**src/tekd_pkg.sv**
```systemverilog
// ----------------------------------------------------------------------------
// tekd_pkg: shared types and constants for the terminal escape key decoder
// Holds the parser state encoding, the command codes, the byte values the
// parser looks for, and the decode result struct passed between modules.
// ----------------------------------------------------------------------------
package tekd_pkg;

  localparam int unsigned KeyWidth = 8;
  localparam int unsigned CmdWidth = 4;

  // Parser position, one-hot.
  typedef enum logic [11:0] {
    ST_IDLE  = 12'b0000_0000_0001,
    ST_ESC   = 12'b0000_0000_0010,
    ST_CSI   = 12'b0000_0000_0100,
    ST_SS3   = 12'b0000_0000_1000,
    ST_CSI5  = 12'b0000_0001_0000,
    ST_CSI6  = 12'b0000_0010_0000,
    ST_CSI1  = 12'b0000_0100_0000,
    ST_CSI15 = 12'b0000_1000_0000,
    ST_CSI19 = 12'b0001_0000_0000,
    ST_CSI2  = 12'b0010_0000_0000,
    ST_CSI21 = 12'b0100_0000_0000,
    ST_SKIP  = 12'b1000_0000_0000
  } state_t;

  typedef enum logic [CmdWidth-1:0] {
    CMD_UP     = 4'd0,
    CMD_DOWN   = 4'd1,
    CMD_PGUP   = 4'd2,
    CMD_PGDN   = 4'd3,
    CMD_HOME   = 4'd4,
    CMD_END    = 4'd5,
    CMD_COPY   = 4'd6,
    CMD_DELETE = 4'd7,
    CMD_SELECT = 4'd8,
    CMD_HELP   = 4'd9,
    CMD_VIEW   = 4'd10,
    CMD_DUMP   = 4'd11,
    CMD_EXIT   = 4'd12,
    CMD_PLAIN  = 4'd13
  } cmd_t;

  localparam logic [KeyWidth-1:0] CH_ESC    = 8'h1B;
  localparam logic [KeyWidth-1:0] CH_LBRACK = 8'h5B;
  localparam logic [KeyWidth-1:0] CH_O      = 8'h4F;
  localparam logic [KeyWidth-1:0] CH_TILDE  = 8'h7E;
  localparam logic [KeyWidth-1:0] CH_A      = 8'h41;
  localparam logic [KeyWidth-1:0] CH_B      = 8'h42;
  localparam logic [KeyWidth-1:0] CH_F      = 8'h46;
  localparam logic [KeyWidth-1:0] CH_H      = 8'h48;
  localparam logic [KeyWidth-1:0] CH_P      = 8'h50;
  localparam logic [KeyWidth-1:0] CH_R      = 8'h52;
  localparam logic [KeyWidth-1:0] CH_S      = 8'h53;
  localparam logic [KeyWidth-1:0] CH_T      = 8'h54;
  localparam logic [KeyWidth-1:0] CH_W      = 8'h57;
  localparam logic [KeyWidth-1:0] CH_Y      = 8'h59;
  localparam logic [KeyWidth-1:0] CH_0      = 8'h30;
  localparam logic [KeyWidth-1:0] CH_1      = 8'h31;
  localparam logic [KeyWidth-1:0] CH_2      = 8'h32;
  localparam logic [KeyWidth-1:0] CH_5      = 8'h35;
  localparam logic [KeyWidth-1:0] CH_6      = 8'h36;
  localparam logic [KeyWidth-1:0] CH_7      = 8'h37;
  localparam logic [KeyWidth-1:0] CH_8      = 8'h38;
  localparam logic [KeyWidth-1:0] CH_9      = 8'h39;

  // What one byte does to the parser.
  typedef struct packed {
    logic                has_result;
    cmd_t                command;
    logic [KeyWidth-1:0] plain_key;
    state_t              next_state;
  } dec_t;

endpackage

```
**src/tekd_in_reg.sv**
```systemverilog
// ----------------------------------------------------------------------------
// tekd_in_reg: input register
// Captures one key byte per beat and holds it until the decode stage
// consumes it; stalls the sender only while it is full and cannot drain.
// ----------------------------------------------------------------------------
module tekd_in_reg
  import tekd_pkg::*;
(
  input  logic                clk,
  input  logic                rst,
  input  logic                in_valid,
  output logic                in_stall,
  input  logic [KeyWidth-1:0] key_byte,
  input  logic                take,
  output logic                held_valid,
  output logic [KeyWidth-1:0] held_key
);

  logic load;

  assign in_stall = held_valid && !take;
  assign load     = in_valid && !in_stall;

  always_ff @(posedge clk) begin
    if (rst) begin
      held_valid <= 1'b0;
    end else begin
      held_valid <= load || in_stall;
    end
  end

  always_ff @(posedge clk) begin
    if (load) begin
      held_key <= key_byte;
    end
  end

endmodule

```
**src/tekd_decode.sv**
```systemverilog
// ----------------------------------------------------------------------------
// tekd_decode: escape sequence decode logic
// Given the parser position and one byte, gives the next position and the
// command, if any, that the byte completes.
// ----------------------------------------------------------------------------
module tekd_decode
  import tekd_pkg::*;
(
  input  state_t              state,
  input  logic [KeyWidth-1:0] key,
  output dec_t                dec
);

  always_comb begin
    dec.has_result = 1'b0;
    dec.command    = CMD_UP;
    dec.plain_key  = '0;
    dec.next_state = ST_IDLE;

    unique case (state)
      ST_IDLE: begin
        if (key == CH_ESC) begin
          dec.next_state = ST_ESC;
        end else begin
          dec.has_result = 1'b1;
          dec.command    = CMD_PLAIN;
          dec.plain_key  = key;
        end
      end
      ST_ESC: begin
        unique case (key) inside
          CH_LBRACK: dec.next_state = ST_CSI;
          CH_O:      dec.next_state = ST_SS3;
          CH_A:      begin dec.has_result = 1'b1; dec.command = CMD_UP;   end
          CH_B:      begin dec.has_result = 1'b1; dec.command = CMD_DOWN; end
          CH_P:      begin dec.has_result = 1'b1; dec.command = CMD_HELP; end
          CH_R:      begin dec.has_result = 1'b1; dec.command = CMD_VIEW; end
          CH_S:      begin dec.has_result = 1'b1; dec.command = CMD_DUMP; end
          default:   dec.next_state = ST_IDLE;
        endcase
      end
      ST_CSI: begin
        unique case (key) inside
          CH_A:    begin dec.has_result = 1'b1; dec.command = CMD_UP;   end
          CH_B:    begin dec.has_result = 1'b1; dec.command = CMD_DOWN; end
          CH_H:    begin dec.has_result = 1'b1; dec.command = CMD_HOME; end
          CH_F:    begin dec.has_result = 1'b1; dec.command = CMD_END;  end
          CH_5:    dec.next_state = ST_CSI5;
          CH_6:    dec.next_state = ST_CSI6;
          CH_1:    dec.next_state = ST_CSI1;
          CH_2:    dec.next_state = ST_CSI2;
          default: dec.next_state = ST_IDLE;
        endcase
      end
      ST_SS3: begin
        unique case (key) inside
          CH_P:    begin dec.has_result = 1'b1; dec.command = CMD_HELP;   end
          CH_R:    begin dec.has_result = 1'b1; dec.command = CMD_VIEW;   end
          CH_S:    begin dec.has_result = 1'b1; dec.command = CMD_DUMP;   end
          CH_T:    begin dec.has_result = 1'b1; dec.command = CMD_COPY;   end
          CH_W:    begin dec.has_result = 1'b1; dec.command = CMD_DELETE; end
          CH_Y:    begin dec.has_result = 1'b1; dec.command = CMD_EXIT;   end
          default: dec.next_state = ST_IDLE;
        endcase
      end
      ST_CSI5: begin
        if (key == CH_TILDE) begin
          dec.has_result = 1'b1;
          dec.command    = CMD_PGUP;
        end
      end
      ST_CSI6: begin
        if (key == CH_TILDE) begin
          dec.has_result = 1'b1;
          dec.command    = CMD_PGDN;
        end
      end
      ST_CSI1: begin
        unique case (key) inside
          CH_5, CH_6: dec.next_state = ST_CSI15;
          CH_9:       dec.next_state = ST_CSI19;
          CH_7, CH_8: dec.next_state = ST_SKIP;
          default:    dec.next_state = ST_IDLE;
        endcase
      end
      ST_CSI15: begin
        if (key == CH_TILDE) begin
          dec.has_result = 1'b1;
          dec.command    = CMD_COPY;
        end
      end
      ST_CSI19: begin
        if (key == CH_TILDE) begin
          dec.has_result = 1'b1;
          dec.command    = CMD_DELETE;
        end
      end
      ST_CSI2: begin
        unique case (key) inside
          CH_TILDE:               begin dec.has_result = 1'b1; dec.command = CMD_SELECT; end
          CH_1:                   dec.next_state = ST_CSI21;
          CH_0, [CH_2:CH_9]:      dec.next_state = ST_SKIP;
          default:                dec.next_state = ST_IDLE;
        endcase
      end
      ST_CSI21: begin
        if (key == CH_TILDE) begin
          dec.has_result = 1'b1;
          dec.command    = CMD_EXIT;
        end else begin
          dec.next_state = ST_SKIP;
        end
      end
      default: begin
        // The skip position swallows one byte and falls back to idle.
        dec.next_state = ST_IDLE;
      end
    endcase
  end

endmodule

```
**src/terminal_escape_key_decoder_unit.sv**
```systemverilog
// ----------------------------------------------------------------------------
// terminal_escape_key_decoder_unit: terminal escape key decoder, top level
// Each key byte is captured in the input register and decoded, and its result,
// if any, is then loaded into the result register, which presents it.
// Throughput: one key byte per cycle, with or without a result.
// The path from input register to result register is one decode step, so a
// new byte follows in the next cycle whenever the output side is not stalled.
// Reset (rst, synchronous, active high) returns the parser to idle and
// empties the input and result registers.
// ----------------------------------------------------------------------------
module terminal_escape_key_decoder_unit
  import tekd_pkg::*;
(
  input  logic                clk,
  input  logic                rst,
  input  logic                in_valid,
  output logic                in_stall,
  input  logic [KeyWidth-1:0] key_byte,
  output logic                out_valid,
  input  logic                out_stall,
  output logic [CmdWidth-1:0] command,
  output logic [KeyWidth-1:0] plain_key
);

  // Held byte from the input register.
  logic                held_valid;
  logic [KeyWidth-1:0] held_key;

  // Parser position; it moves once per consumed byte.
  state_t parse_position;

  dec_t dec;
  logic advance;

  tekd_in_reg u_in_reg (
    .clk        (clk),
    .rst        (rst),
    .in_valid   (in_valid),
    .in_stall   (in_stall),
    .key_byte   (key_byte),
    .take       (advance),
    .held_valid (held_valid),
    .held_key   (held_key)
  );

  tekd_decode u_decode (
    .state (parse_position),
    .key   (held_key),
    .dec   (dec)
  );

  // The held byte is consumed when the result register can take its result,
  // either because it is empty or its beat completes now. A byte that gives
  // no result never waits on the output side.
  assign advance = held_valid && (!dec.has_result || !out_valid || !out_stall);

  always_ff @(posedge clk) begin
    if (rst) begin
      parse_position <= ST_IDLE;
    end else if (advance) begin
      parse_position <= dec.next_state;
    end
  end

  // Result register. It keeps its beat while stalled and clears once the
  // beat completes with nothing new behind it.
  always_ff @(posedge clk) begin
    if (rst) begin
      out_valid <= 1'b0;
    end else if (advance && dec.has_result) begin
      out_valid <= 1'b1;
    end else if (!out_stall) begin
      out_valid <= 1'b0;
    end
  end

  always_ff @(posedge clk) begin
    if (advance && dec.has_result) begin
      command   <= dec.command;
      plain_key <= dec.plain_key;
    end
  end

  // The parser position is always exactly one of its one-hot codes.
  assert property (@(posedge clk) disable iff (rst) $onehot(parse_position))
    else $error("parser position is not one-hot");

  // Every command returns the parser to idle.
  assert property (@(posedge clk) disable iff (rst)
    advance && dec.has_result |=> parse_position == ST_IDLE)
    else $error("parser did not return to idle after a command");

  // Only plain key results carry a byte.
  assert property (@(posedge clk) disable iff (rst)
    out_valid && command != CMD_PLAIN |-> plain_key == '0)
    else $error("plain_key nonzero on a sequence command");

  // The input side stalls only while a byte is held.
  assert property (@(posedge clk) disable iff (rst) in_stall |-> held_valid)
    else $error("input stalled with an empty input register");

endmodule

```
**config.mk**
```make
export PLATFORM = sky130hd
export DESIGN_NAME = terminal_escape_key_decoder_unit
export DESIGN_NICKNAME = d
export VERILOG_FILES = /design/src/tekd_pkg.sv /design/src/tekd_in_reg.sv /design/src/tekd_decode.sv /design/src/terminal_escape_key_decoder_unit.sv
export SDC_FILE = /design/constraint.sdc
export NUM_CORES = 1
export LEC_CHECK = 0
export ABC_AREA = 1
export BUFFER_PORTS_ARGS = -buffer_cell sky130_fd_sc_hd__buf_2
export CORE_ASPECT_RATIO = 0.75
export CORE_UTILIZATION = 58
export CTS_CLUSTER_DIAMETER = 100
export DETAILED_ROUTE_END_ITERATION = 10
export PLACE_DENSITY = 0.8
export SLEW_MARGIN = 10
export SYNTH_ARGS = -nofsm -noshare
export SYNTH_HDL_FRONTEND = slang
export SYNTH_SLANG_ARGS = --single-unit
export TNS_END_PERCENT = 20
```
**constraint.sdc**
```tcl
create_clock -name clk -period 2.65 [get_ports clk]
set_input_delay 0.1325 -clock clk [delete_from_list [all_inputs] [get_ports clk]]
set_output_delay 0.1325 -clock clk [all_outputs]
set_load 0.02 [all_outputs]
```
==> summary.md <==
| Metric | Value |
|---|---|
| EDFF count, synth | `20` |
| Ys async rst share | `0%` |
| H-tree depth | `2` |
| Largest cells by area after synthesis | `edfxtp_1, dfxtp_1, nand2_1` |
| Power Density | `504 nW/um^2` |
| Clock root cell | `clkbuf_8` |
| Final #Nets | `340` |
| Achievable Freq | `0.433 GHz` |
| Slew @ Worst Pin | `454 ps` |
| Hold Buf Count CTS | `0` |
| Post-cts sizing count | `0` |
| Worst path top cell family by delay | `simple AND/OR/NAND/NOR gates` |
| GR Overflow Total | `0` |
| Buffers & Inverters on Critical Path | `3` |
| Synth Register Bits | `34` |
| Register area share after synthesis | `42.2%` |
| Synth warn | `0` |
| CTS Buf Count | `5` |
| TritonCTS clock tree | `yes` |
| Post-Route WL | `4690 um` |
| Mean Syn Cell Area | `6.99 sq um` |
| Hold EP | `out_valid` |
| Setup TNS Final | `0 ps` |
| Ys flop type | `edfxtp_1` |
| Die H | `54.0 um` |
| Worst setup EP type | `output port` |
| Outcome | `complete, but fails checks` |
| Area delta synth->final | `12.3%` |
| Starting Density | `62.3%` |
| Final hold slack | `9.89 ps` |
| Die width | `71.3 um` |
| Longest Clk Path Bufs | `2` |
| Syn_nets | `311` |
| Post-CTS Setup Bufs | `0` |
| Slowest-stage cell, CP | `edfxtp_1` |
| Vias per cell | `5.34` |
| First-pass GRT wire length | `7290 um` |
| Syn Std Cell Area | `2090 sq um` |
| Max Transition Viols Final | `0` |
| Slew headroom | `69.7%` |
| Largest net degree at the start of global routing | `20` |
| Capturing point of the worst reg2reg path | `command[3]` |
| MaxCap Viol Count | `0` |
| Max Fanout on Critical Path | `19` |
| Initial drt markers | `229` |
| Failing checks | `design-rule violations` |
| Setup-failing EPs final | `0` |
| Register-to-Register Path Depth | `11` |
| Critical path startpoint category | `register` |
| Crit-path cells | `nand2_1, inv_2, nor2_2, nand3_1, nor2_1, nor2_1, nand2_1, nor2_2, nand2_2, nand2_2, buf_12, nor2_4, buf_2` |
| # DRC | `2` |
| Initial antenna violation count | `0` |
| Vias in the first global route | `1,565` |
| Fill cell count | `290` |
| WS Path Type | `register to output port` |
| Layout cells sized above 1 | `18.5%` |
| Shortest period the worst path allows | `2310 ps` |
| Antenna Nets Post-Route | `0` |
| Setup WS pre-CTS | `447 ps` |
| Hold Path Stages | `2` |
| Pleak | `1.08 nW` |
| Syn Inst Count | `299` |
| Arrival @ worst endpoint | `2180 ps` |
| Vias | `1,970` |
| Count of different cell masters after synthesis | `31` |
| Critical Path RT | `2520 ps` |
| Reg-to-reg startpoint | `u_in_reg.held_key[1]` |
| Final Hold Vio Count | `0` |
| Final worst path period share | `87.1%` |
| Tot GR Track Use | `25.8%` |
| Core area | `3360 sq um` |
| HP Start | `rst` |
| Port bufs | `25` |
| Antenna diodes | `0` |
| DRT Pass-1 Iters | `8` |
| Die Footprint | `3850 sq um` |
| Row count | `18` |
| Detailed-placement wirelength estimate | `3670 um` |
| Worst hold path type | `input port to register` |
| Setup ws final | `341 ps` |
| Area leader, netlist | `edfxtp_1` |
| RSZ-0062 raised after global routing | `no` |
| Reg-to-reg setup timing slack | `410 ps` |
| Ports | `26` |
| Worst clock skew | `6.35 ps` |
| Share of the synthesized area in the top cell type | `28.7%` |
| TritonCTS Sinks | `34` |
| WL/cell | `12.7 um` |
| Worst-path clk slew | `70 ps` |
| Max IR drop VDD | `0.328 mV` |
| CP max stage delay | `500 ps` |
| Worst-Skew Late Latency | `290 ps` |
| Gpl congestion | `0.967` |
[synthesized netlist by cell type, types with 2 or more instances]
master,count
nand2_1,73
nor2_1,56
inv_1,38
nand3_1,24
edfxtp_1,20
dfxtp_1,14
a21oi_1,12
nor2_2,8
o21ai_0,8
nor3_1,6
inv_2,5
nand2_2,5
nand4_1,5
buf_2,4
nor2_4,4
and3_1,2
[cell usage in the layout (no fill, tap or decap), types with 4 or more instances in the layout]
master,n
a21oi_1,12
nor2_1,56
o21ai_0,8
edfxtp_1,20
nand3_1,24
nor2_4,4
nor2_2,8
inv_1,38
inv_2,5
clkbuf_8,5
dfxtp_1,14
nand4_1,5
buf_2,25
nand2_2,5
nand2_1,73
nor3_1,6
[cells by family after synthesis]
group,share of synthesized area (%)
and+or+nand+nor,41.3
DFF,42.2
AOI/OAI and AO/OA,7.01
buffers and inverters,9.58
[report_power, final]
part	leakage, nW	internal [W]	switching (W)
Combinational	0.744	0.0000658	0.000139
Clock	0.0426	0.000180	0.000181
Sequential	0.296	0.000594	0.0000226
[how the worst max path moves through the flow]
stage	from	to	slack [ps]	depth (start not counted)
finish	u_in_reg.held_key[1]	in_stall	340	13
global route	u_in_reg.held_key[5]	in_stall	160	13
CTS	u_in_reg.held_key[1]	in_stall	360	13
detailed placement	u_in_reg.held_key[1]	command[2]	450	11
global placement	parse_position[11]	command[2]	440	11
floorplan	u_in_reg.held_key[1]	u_in_reg.held_key[0]	650	12
[metal layers]
metal  share of wire [%]  vias up  global-route usage (%)
li1                    -     1011                       -
met4                 1.0        0                    7.00
met5                   0        -                       0
met2                  41       83                    39.0
met1                  51      871                    36.9
met3                 7.5        5                    6.18
[cell type report]
class                   count  area (sq um)  area share (%)
inverters                  44           165            7.04
repair buffers             28           160            6.83
well taps                  40          50.0            2.13
clock buffers               6          72.6            3.09
flip-flops and latches     34           881            37.5
multi-input cells         215          1010            43.0
clock inverters             2          8.76           0.373
[flip-flops by register name (all words and copies together) (netlist names)]
signal               flops
command                  4
u_in_reg.held_valid      1
parse_position          12
u_in_reg.held_key        8
out_valid                1
plain_key                8
[per-stage QoR]
| step | instances | instance area (sq um) | util [%] | power, W |
|---|---|---|---|---|
| after floorplan | 299 | 2090 | - | 0.000773 |
| after global placement | 361 | 2260 | 67.5 | 0.000826 |
| after detailed placement | 361 | 2260 | 67.5 | 0.000829 |
| after CTS | 369 | 2350 | 69.9 | 0.00119 |
| after global routing | 369 | 2350 | 69.9 | 0.00124 |
| final | 369 | 2350 | 69.9 | 0.00118 |
[worst register-to-register path, delay by kind of cell (launching register included)]
family                 cells  cell delay, ps
buffers and inverters      2             450
AND/OR/NAND/NOR            9             930
flip-flops                 1             500
(Power assumes the default switching activity.)
